## src/hw/rtl/bdeque_pkg.sv

```systemverilog
// bdeque_pkg: word types, request codes and status codes of the bounded deque
// used by bounded_deque_with_delete; no dependencies
`timescale 1ns / 1ps
`default_nettype none

package bdeque_pkg;

  localparam int DEPTH = 16;
  localparam int IDX_W = 4;
  localparam int CNT_W = 5;

  localparam logic [2:0] K_PUSH_BACK  = 3'd0;
  localparam logic [2:0] K_POP_BACK   = 3'd1;
  localparam logic [2:0] K_PUSH_FRONT = 3'd2;
  localparam logic [2:0] K_POP_FRONT  = 3'd3;
  localparam logic [2:0] K_DELETE     = 3'd4;
  localparam logic [2:0] K_COUNT      = 3'd5;
  localparam logic [2:0] K_CLEAR      = 3'd6;

  localparam logic [1:0] ST_OK        = 2'd0;
  localparam logic [1:0] ST_EMPTY     = 2'd1;
  localparam logic [1:0] ST_FULL      = 2'd2;
  localparam logic [1:0] ST_NOT_FOUND = 2'd3;

  typedef struct packed {
    logic [2:0]         kind;
    logic signed [31:0] value;
  } req_t;

  typedef struct packed {
    logic signed [31:0] popped;
    logic [CNT_W-1:0]   occupancy;
    logic [1:0]         status;
  } rsp_t;

endpackage

`default_nettype wire

```

## src/hw/rtl/bounded_deque_with_delete.sv

```systemverilog
// bounded_deque_with_delete: 16-entry double-ended queue of signed words with
// delete-first-match; circular buffer in a one-read, one-write memory
// depends on bdeque_pkg
// steps after accept: push, count and clear run an execute step and an emit step, pops
//   add a memory read step, and delete searches, then moves entries one by one, before emit
// one request at a time: a new request is taken only once the previous result is registered;
//   one sequencer on one read port, an untaken result stalls it
// reset: synchronous, clears count, front slot, sequencer and out_valid; entries are
//   not cleared
`timescale 1ns / 1ps
`default_nettype none

module bounded_deque_with_delete
  import bdeque_pkg::*;
(
  input  wire logic clk,
  input  wire logic rst_n,
  input  wire logic in_valid,
  output logic      in_ready,
  input  wire req_t in_data,
  output logic      out_valid,
  input  wire logic out_ready,
  output rsp_t      out_data
);

  localparam logic [2:0] S_IDLE  = 3'd0;
  localparam logic [2:0] S_EXEC  = 3'd1;
  localparam logic [2:0] S_POP   = 3'd2;
  localparam logic [2:0] S_SRCH  = 3'd3;
  localparam logic [2:0] S_SHIFT = 3'd4;
  localparam logic [2:0] S_EMIT  = 3'd5;

  logic [2:0]        state_r, state_nxt;
  logic [CNT_W-1:0]  cnt_r, cnt_nxt;
  logic [IDX_W-1:0]  front_r, front_nxt;
  logic [CNT_W-1:0]  cur_r, cur_nxt;
  logic [IDX_W-1:0]  hole_r, hole_nxt;
  logic [2:0]        kind_r;
  logic [31:0]       val_r;
  logic [31:0]       res_popped_r, res_popped_nxt;
  logic [1:0]        res_status_r, res_status_nxt;
  logic              out_valid_r, out_valid_nxt;
  rsp_t              out_r, out_nxt;

  logic [31:0]       mem [DEPTH];
  logic [31:0]       rd_data_r;
  logic [IDX_W-1:0]  rd_slot_r;
  logic              mem_we;
  logic [IDX_W-1:0]  mem_wa;
  logic [31:0]       mem_wd;

  // shared slot unit: logical position to physical slot
  logic [CNT_W-1:0]  pos;
  logic [CNT_W-1:0]  slot_sum;
  logic [IDX_W-1:0]  slot;

  assign in_ready  = (state_r == S_IDLE);
  assign out_valid = out_valid_r;
  assign out_data  = out_r;

  always_comb begin
    pos = '0;
    unique case (state_r)
      S_EXEC: begin
        case (kind_r)
          K_PUSH_BACK:  pos = cnt_r;
          K_POP_BACK:   pos = cnt_r - CNT_W'(1);
          K_PUSH_FRONT: pos = CNT_W'(DEPTH - 1);
          default:      pos = '0;
        endcase
      end
      S_POP:   pos = CNT_W'(1);
      S_SRCH:  pos = cur_r + CNT_W'(1);
      S_SHIFT: pos = cur_r + CNT_W'(2);
      default: pos = '0;
    endcase
  end

  // depth is a power of two, so the wrap is the low index bits
  assign slot_sum = {{(CNT_W-IDX_W){1'b0}}, front_r} + pos;
  assign slot     = slot_sum[IDX_W-1:0];

  always_ff @(posedge clk) begin
    if (mem_we) begin
      mem[mem_wa] <= mem_wd;
    end
    rd_data_r <= mem[slot];
    rd_slot_r <= slot;
  end

  always_comb begin
    state_nxt      = state_r;
    cnt_nxt        = cnt_r;
    front_nxt      = front_r;
    cur_nxt        = cur_r;
    hole_nxt       = hole_r;
    res_popped_nxt = res_popped_r;
    res_status_nxt = res_status_r;
    out_valid_nxt  = out_valid_r;
    out_nxt        = out_r;
    mem_we         = 1'b0;
    mem_wa         = slot;
    mem_wd         = val_r;

    if (out_valid_r && out_ready) begin
      out_valid_nxt = 1'b0;
    end

    unique case (state_r)
      S_IDLE: begin
        if (in_valid) begin
          state_nxt      = S_EXEC;
          res_popped_nxt = '0;
          res_status_nxt = ST_OK;
          cur_nxt        = '0;
        end
      end
      S_EXEC: begin
        state_nxt = S_EMIT;
        case (kind_r)
          K_PUSH_BACK, K_PUSH_FRONT: begin
            if (cnt_r == CNT_W'(DEPTH)) begin
              res_status_nxt = ST_FULL;
            end else begin
              mem_we  = 1'b1;
              cnt_nxt = cnt_r + CNT_W'(1);
              if (kind_r == K_PUSH_FRONT) begin
                front_nxt = slot;
              end
            end
          end
          K_POP_BACK, K_POP_FRONT: begin
            if (cnt_r == '0) begin
              res_status_nxt = ST_EMPTY;
            end else begin
              state_nxt = S_POP;
            end
          end
          K_DELETE: begin
            if (cnt_r == '0) begin
              res_status_nxt = ST_NOT_FOUND;
            end else begin
              state_nxt = S_SRCH;
            end
          end
          K_CLEAR: begin
            cnt_nxt   = '0;
            front_nxt = '0;
          end
          default: ;
        endcase
      end
      S_POP: begin
        res_popped_nxt = rd_data_r;
        cnt_nxt        = cnt_r - CNT_W'(1);
        if (kind_r == K_POP_FRONT) begin
          front_nxt = slot;
        end
        state_nxt = S_EMIT;
      end
      S_SRCH: begin
        // rd_data_r holds entry cur_r, entry cur_r + 1 is being read
        if (rd_data_r == val_r) begin
          hole_nxt = rd_slot_r;
          if (cur_r + CNT_W'(1) < cnt_r) begin
            state_nxt = S_SHIFT;
          end else begin
            cnt_nxt   = cnt_r - CNT_W'(1);
            state_nxt = S_EMIT;
          end
        end else if (cur_r + CNT_W'(1) < cnt_r) begin
          cur_nxt = cur_r + CNT_W'(1);
        end else begin
          res_status_nxt = ST_NOT_FOUND;
          state_nxt      = S_EMIT;
        end
      end
      S_SHIFT: begin
        // move the next word into the hole, its old slot becomes the hole
        mem_we   = 1'b1;
        mem_wa   = hole_r;
        mem_wd   = rd_data_r;
        hole_nxt = rd_slot_r;
        if (cur_r + CNT_W'(2) < cnt_r) begin
          cur_nxt = cur_r + CNT_W'(1);
        end else begin
          cnt_nxt   = cnt_r - CNT_W'(1);
          state_nxt = S_EMIT;
        end
      end
      S_EMIT: begin
        if (!out_valid_r || out_ready) begin
          out_nxt.popped    = res_popped_r;
          out_nxt.occupancy = cnt_r;
          out_nxt.status    = res_status_r;
          out_valid_nxt     = 1'b1;
          state_nxt         = S_IDLE;
        end
      end
      default: state_nxt = S_IDLE;
    endcase
  end

  always_ff @(posedge clk) begin
    if (!rst_n) begin
      state_r     <= S_IDLE;
      cnt_r       <= '0;
      front_r     <= '0;
      out_valid_r <= 1'b0;
    end else begin
      state_r     <= state_nxt;
      cnt_r       <= cnt_nxt;
      front_r     <= front_nxt;
      out_valid_r <= out_valid_nxt;
    end
  end

  always_ff @(posedge clk) begin
    if (in_valid && in_ready) begin
      kind_r <= in_data.kind;
      val_r  <= in_data.value;
    end
    cur_r        <= cur_nxt;
    hole_r       <= hole_nxt;
    res_popped_r <= res_popped_nxt;
    res_status_r <= res_status_nxt;
    out_r        <= out_nxt;
  end

`ifndef NO_ASSERTIONS
  a_cnt_bound: assert property (@(posedge clk) disable iff (!rst_n)
    cnt_r <= CNT_W'(DEPTH))
    else $error("entry count above depth");

  a_shift_in_range: assert property (@(posedge clk) disable iff (!rst_n)
    (state_r == S_SHIFT) |-> ({1'b0, cur_r} + (CNT_W+1)'(1) < {1'b0, cnt_r}))
    else $error("compaction reads beyond the held entries");

  a_emit_source: assert property (@(posedge clk) disable iff (!rst_n)
    $rose(out_valid_r) |-> $past(state_r) == S_EMIT)
    else $error("result word raised outside the emit step");

  a_no_idle_write: assert property (@(posedge clk) disable iff (!rst_n)
    (state_r == S_IDLE) |-> !mem_we)
    else $error("memory written while idle");

  a_pop_shrinks: assert property (@(posedge clk) disable iff (!rst_n)
    (state_r == S_POP) |=> cnt_r == $past(cnt_r) - CNT_W'(1))
    else $error("pop did not remove one entry");
`endif

endmodule

`default_nettype wire
```

## config.mk

```make
export PLATFORM = sky130hd
export DESIGN_NAME = bounded_deque_with_delete
export DESIGN_NICKNAME = d
export VERILOG_FILES = /design/src/hw/rtl/bdeque_pkg.sv /design/src/hw/rtl/bounded_deque_with_delete.sv
export SDC_FILE = /design/constraint.sdc
export NUM_CORES = 1
export LEC_CHECK = 0
export BUFFER_PORTS_ARGS = -buffer_cell sky130_fd_sc_hd__clkbuf_2
export CORE_MARGIN = 2
export CORE_UTILIZATION = 45
export CTS_BUF_LIST = sky130_fd_sc_hd__clkbuf_8
export DETAILED_ROUTE_END_ITERATION = 7
export PLACE_DENSITY = 0.69
export SYNTH_ARGS = -nofsm -noshare
export SYNTH_HDL_FRONTEND = slang
export SYNTH_SLANG_ARGS = --single-unit
```

## constraint.sdc

```tcl
create_clock -name clk -period 4.5 [get_ports clk]
set_input_delay 0.225 -clock clk [delete_from_list [all_inputs] [get_ports clk]]
set_output_delay 0.225 -clock clk [all_outputs]
set_load 0.05 [all_outputs]
```

Word-level counts from Yosys, hierarchy flattened
Memory sizes are Yosys's and may differ from the RTL's. A register that Yosys moved wholly into a read port is not among the register bits.
Index checks and enable logic that the tools add are counted.
{"block": "classes", "shifts": 0, "add_sub_neg": 5, "n_reduce_logical": 23, "n_bitwise": 0, "mul": 0, "n_lt_le_gt_ge": 2, "n_div": 0, "n_mux": 50, "eq_ne": 29}
{"cell": "$mux W32", "count": 2}
{"cell": "$pmux W32 S2", "count": 1}
{"cell": "$mux W5", "count": 8}
{"cell": "$eq A32 B32 Y1", "count": 1}
{"cell": "$pmux W4 S2", "count": 3}
{"cell": "$mux W3", "count": 7}
{"cell": "$mux W4", "count": 5}
{"cell": "$pmux W5 S4", "count": 1}
{"cell": "$ne A2 B2 Y1 const B", "count": 9}
{"cell": "$ne A3 B3 Y1 const B", "count": 6}
{"cell": "$pmux W3 S6", "count": 1}
{"cell": "$pmux W4 S4", "count": 1}
{"cell": "$pmux W5 S3", "count": 1}
{"cell": "$eq A3 B2 Y1 const B", "count": 4}
{"cell": "$eq A3 B3 Y1 const B", "count": 4}
{"cell": "$mux W2", "count": 6}
{"cell": "$pmux W2 S3", "count": 2}
{"cell": "$pmux W4 S3", "count": 1}
{"cell": "$add A5 B1 Y5 const B", "count": 2}
{"cell": "$lt A5 B5 Y1", "count": 2}
{"cell": "$pmux W5 S2", "count": 1}
{"cell": "$reduce_and A5 Y1", "count": 2}
{"cell": "$mux W1", "count": 8}
{"cell": "$reduce_and A8 Y1", "count": 1}
{"cell": "other kinds (21)", "count": 30}
{"block": "word_totals", "wordCells": 124, "romBits": 0, "input_bits": 39, "mem_bits_rw": 512, "latch_bits": 0, "memories": 1, "ff_bits": 134, "output_inout_bits": 41}
{"name": "mem", "depth": 16, "width": 32, "rd": 1, "rd_ports_with_merged_regs": 1, "write_ports": 1, "line_no": "bounded_deque_with_delete.sv:45", "source": "logic [31:0] mem [DEPTH];"}

Logic depth before layout (Yosys ltp)
{"block": "logic_depth", "ltp_word": 8, "ltp_mapped": 14, "ltp_nobuf": 12}

Worst setup path after synthesis
No wires, ideal clock.
{"block": "synth_timing", "kind": "register -> register", "from": "reg state_r[0]", "to": "mem mem[14][0], enable pin", "synth_period_minus_slack_ps": 4883, "setup_slack_ps": -383, "path_stages_with_launch": 11, "arrival_ps": 4451, "required_ps": 4068, "setup_ps": 432, "n_path_buf": 5, "cell_sequence": "dfxtp_1 -> clkbuf_1 -> or3b_1 -> clkbuf_1 -> o221ai_1 -> fa_1 -> clkbuf_1 -> clkbuf_1 -> clkbuf_1 -> a31oi_1 -> a21oi_1"}
{"block": "synth_via", "elab_chain_len": 4, "elab_cells_between_ends": 10, "classes_between": "add/sub: 1; eq/ne: 4; mux: 5"}
{"element": "from (decl)", "line_no": "bounded_deque_with_delete.sv:33", "source": "logic [2:0] state_r, state_nxt;"}
{"element": "from (signal assigned)", "line_no": "bounded_deque_with_delete.sv:211", "source": "state_r <= state_nxt;"}
{"element": "$eq A3 B3 Y1, or another cell as far along", "line_no": "bounded_deque_with_delete.sv:63", "source": "unique case (state_r)"}
{"element": "$pmux W4 S4 (*)", "line_no": "bounded_deque_with_delete.sv:63"}
{"element": "$add A4 B4 Y4 (*)", "line_no": "bounded_deque_with_delete.sv:80", "source": "assign slot_sum = {{(CNT_W-IDX_W){1'b0}}, front_r} + pos;"}
{"element": "named net slot_sum[1]", "line_no": "bounded_deque_with_delete.sv:54", "source": "logic [CNT_W-1:0] slot_sum;"}
{"element": "$mux W4 (*)", "line_no": "bounded_deque_with_delete.sv:109", "source": "unique case (state_r)"}
{"element": "to (decl)", "line_no": "bounded_deque_with_delete.sv:45"}
The timed path passes the listed nets; every way through them passes the cells marked *.

Worst setup path in the final report
{"block": "layout_timing", "from": "reg state_r[2]", "to": "mem mem[6][8], enable pin"}
{"block": "layout_via", "elab_chain_len": 4, "elab_cells_between_ends": 10, "classes_between": "add/sub: 1; eq/ne: 4; mux: 5"}
{"element": "$eq A3 B3 Y1, or another cell as far along", "line_no": "bounded_deque_with_delete.sv:63, bounded_deque_with_delete.sv:109"}
{"element": "$pmux W4 S4 or $pmux W1 S2 (tied branches)", "line_no": "bounded_deque_with_delete.sv:63, bounded_deque_with_delete.sv:109"}
{"element": "$add A4 B4 Y4 or $mux W1 (tied branches)", "line_no": "bounded_deque_with_delete.sv:80, bounded_deque_with_delete.sv:84"}
{"element": "$mux W4 or $mux W1 (tied branches)", "line_no": "bounded_deque_with_delete.sv:109, bounded_deque_with_delete.sv:85"}
Several ways; a longest one is shown, not always the timed one.

==> results.py <==
metrics = {
    "die": {
        "dieArea_sq_mm": 0.0609,
        "core-area_sq_mm": 0.0587,
        "die_h_um": 247,
        "ios": 80,
        "rows": 89,
        "initial_utilization_pct": 45.2,
        "die_w_um": 247,
    },
    "min_path": {
        "min_path_type": "primary input to flip-flop",
        "holdPathStages": 2,
        "hold_end": "val_r[4]$_DFFE_PP_",
        "hold_start": "in_data[4]",
    },
    "finish": {
        "seq_area_sq_mm": 0.0199,
        "fin_nets": 1661,
        "fillers": 4542,
        "layout-drive-gt1-share_pct": 25.2,
        "stdcell_area_sq_mm": 0.0308,
        "postLayoutCoreUtil_pct": 52.4,
        "area_growth_pct": 15.9,
        "mostFrequentLayoutCells": "edfxtp_1 (629), mux4_2 (128), nand2_1 (123)",
        "fin_cells": 2467,
        "multi_input_area_sq_mm": 0.00653,
        "final_common_cell": "edfxtp_1",
    },
    "synthesis": {
        "synthFlopType": "edfxtp_1",
        "synth_warnings": 0,
        "syn_area_sq_mm": 0.0265,
        "yosysSeqAreaShare_pct": 74.9,
        "ys_async_sr_fraction_pct": 0,
        "syn_nets": 1447,
        "syn_inst": 1391,
        "synth-edff-count": 629,
        "ys_types": 69,
        "ys_seq_elements": 678,
        "avgSynthCellArea_sq_um": 19.1,
    },
    "timing": {
        "layout_setup_ws_ns": 0.314,
        "slew_viol_final": 0,
        "min_period_over_period_pct": 93.0,
        "finalClockSkew_ns": 0.0274,
        "setup_viol": 0,
        "slew_headroom_pct": 13.8,
        "finalHoldViolations": 0,
        "min_period_ns": 4.19,
        "tightest_slew_ns": 1.29,
        "setup_tns_ns": 0,
        "rsz0062_at_grt": "false",
        "fin_hold_ws_ns": 0.248,
        "max_freq_mhz": 239,
    },
    "cts": {
        "cts_resized": 0,
        "clk_pin_slew_worst_paths_ns": 0.06,
        "cts_tree": "done",
        "htree_levels": 3,
        "cts_max_path_buffers": 3,
        "clock_latency_ns": 0.70,
        "numCtsBuffers": 107,
        "clockRootBuffer": "clkbuf_8",
        "clkSinkCount": 678,
    },
    "critical_path": {
        "worstSetupPathType": "flip-flop to flip-flop",
        "cp_slowest_stage_delay_ns": 0.67,
        "slowest_stage": "mux2i_1",
        "cp_cell_sequence": "and2b_1 > nand2_1 > or2_1 > o221ai_1 > ha_1 > a21o_1 > a21oi_1 > xnor2_1 > nor3_1 > mux2i_1 > a21oi_4 > buf_12",
        "r2r_cells": 12,
        "required_ns": 4.93,
        "path_max_fanout": 17,
        "regToRegEndpoint": "mem[6][8]$_DFFE_PP_",
        "reg2reg_from": "state_r[2]$_SDFFE_PN0P_",
        "worstSetupStartpointType": "flip-flop",
        "cp-end-kind": "flip-flop",
        "ff2ff_setup_slack_ns": 0.31,
        "cp.arrival_ns": 4.62,
    },
    "grt": {
        "met3_usage_pct": 3.86,
        "antenna_found_initial": 1,
        "grt_use_met1_pct": 27.6,
        "met2_usage_pct": 33.3,
        "grt_pass1_vias": 14200,
        "grt_max_degree": 84,
        "top_usage_layer": "met2",
        "grt_use_total_pct": 20.5,
        "grt_pass1_wl_um": 90400,
        "overflow": 0,
    },
    "flow_run": {
        "max_cap_viol_count": 0,
    },
    "power_and_ir_drop": {
        "p_int_mw": 12.8,
        "switchingPower_mw": 6.09,
        "p_seq_share_pct": 46.0,
        "p_leak_nw": 10.7,
        "total_power_mw": 18.9,
        "vdd_drop_max_uv": 407,
        "p_clk_share_pct": 25.1,
        "p_per_area_mw_per_mm2": 613,
        "p_sw_share_pct": 32.3,
        "combPwrFrac_pct": 28.8,
    },
    "status": {
        "outcome": "completed",
    },
    "routing": {
        "ant_nets": 0,
        "vias": 13700,
        "detail_route.wl_per_cell_um": 24.7,
        "drc": 0,
        "routed_wirelength_um": 60900,
        "via_per_inst": 5.57,
        "drt_iter0_markers": 1242,
        "drt_pass1_iterations": 5,
    },
    "placement": {
        "placed_cell_area_sq_mm": 0.0284,
        "place.gp.congestion": 0.870,
        "port_buffers": 79,
        "place_ws_ns": 0.393,
        "hpwlAfterDp_um": 35700,
        "dp.cells": 2231,
    },
}
## cells by family after synthesis
kind of cell | count (synthesis) | synth area share (%)
mux | 229 | 14.7
compound gates | 85 | 2.14
simple gates | 256 | 4.66
buf+inv | 84 | 1.38
xor+xnor | 42 | 1.46
flops | 678 | 74.9
fa+ha+maj | 17 | 0.830
## registers in the layout, indices dropped and copies added, names as in the netlist
| name | flops |
|---|---|
| res_status_r | 2 |
| hole_r | 4 |
| out_data | 39 |
| rd_data_r | 32 |
| front_r | 4 |
| state_r | 3 |
| val_r | 32 |
| res_popped_r | 32 |
| rd_slot_r | 4 |
| out_valid | 1 |
| kind_r | 3 |
| mem | 512 |
| cur_r | 5 |
| cnt_r | 5 |
## cell type report
class | instances | share of cell area [%]
Antenna cell | 1 | 0.00814
Clock buffer | 113 | 5.06
Clock inverter | 84 | 1.33
Inverter | 17 | 0.207
Multi-Input combinational cell | 629 | 21.2
Sequential cell | 678 | 64.6
Tap cell | 773 | 3.14
Timing Repair Buffer | 172 | 4.43
## worst max path at each step
stage | startpoint | end | slack (ns)
after floorplan | state_r[0]$_SDFFE_PN0P_ | mem[6][0]$_DFFE_PP_ | -0.38
after global placement | state_r[2]$_SDFFE_PN0P_ | mem[7][24]$_DFFE_PP_ | 0.52
after detailed placement | state_r[2]$_SDFFE_PN0P_ | mem[6][22]$_DFFE_PP_ | 0.39
after CTS | state_r[2]$_SDFFE_PN0P_ | mem[6][15]$_DFFE_PP_ | 0.39
after global routing | state_r[2]$_SDFFE_PN0P_ | mem[7][8]$_DFFE_PP_ | 0.14
final | state_r[2]$_SDFFE_PN0P_ | mem[6][8]$_DFFE_PP_ | 0.31
## worst max-delay path, delay by kind of cell (launching register included)
family          cells  cell delay, ns
compound gates      4            1.02
simple gates        4            0.92
mux                 1            0.67
flops               1            0.43
xor+xnor            1            0.32
fa+ha+maj           1            0.30
buf+inv             1            0.26
## synth_stat cells, types with 2 or more instances
master	number	share of area (%)
edfxtp_1	629	71
mux4_2	128	11
nand2_1	124	1.8
mux2i_1	101	3.8
dfxtp_1	49	3.7
clkbuf_1	41	0.58
xor2_1	36	1.2
a21oi_1	35	0.66
and3_1	33	0.78
nor2_1	27	0.38
ha_1	16	0.75
buf_2	14	0.26
inv_1	14	0.20
nand3_1	14	0.26
nor3_1	13	0.25
o21ai_0	9	0.17
nor4_1	8	0.19
buf_1	7	0.099
nand2b_1	6	0.14
a31oi_1	5	0.12
nor2b_1	5	0.12
xnor2_1	5	0.16
and2_1	4	0.094
buf_6	4	0.17
nand4_1	4	0.094
a211oi_1	3	0.085
o221ai_1	3	0.099
o22ai_1	3	0.071
or3_1	3	0.071
a21o_1	2	0.057
clkinv_1	2	0.028
o211ai_1	2	0.057
o21a_1	2	0.057
o21ai_1	2	0.038
o311ai_0	2	0.066
o31ai_1	2	0.057
o32ai_1	2	0.066
## what timing repair did
action                                 in CTS  in global routing
setup endpoints to repair                   0                  0
endpoints found under the hold margin      44                  0
setup buffers                               0                  0
hold buffers                               38                  0
## power groups by stage
stage          registers, mW  logic, mW  clock network (mW)
6_report                8.69       5.44                4.74
5_1_grt                 8.74       5.88                5.15
4_1_cts                 8.68       5.50                4.86
3_5_place_dp            8.80       5.46                   0
3_3_place_gp            8.78       5.37                   0
2_1_floorplan           8.77       3.65                   0
## routing by layer
metal | vias up | part of all wire [%] | wire (um)
met2 | 529 | 49 | 29800
li1 | 6005 | - | -
met1 | 7100 | 41 | 25000
met5 | - | 0 | 0
met3 | 106 | 7.2 | 4390
met4 | 0 | 2.9 | 1770
Power figures use the tool's default switching activity.
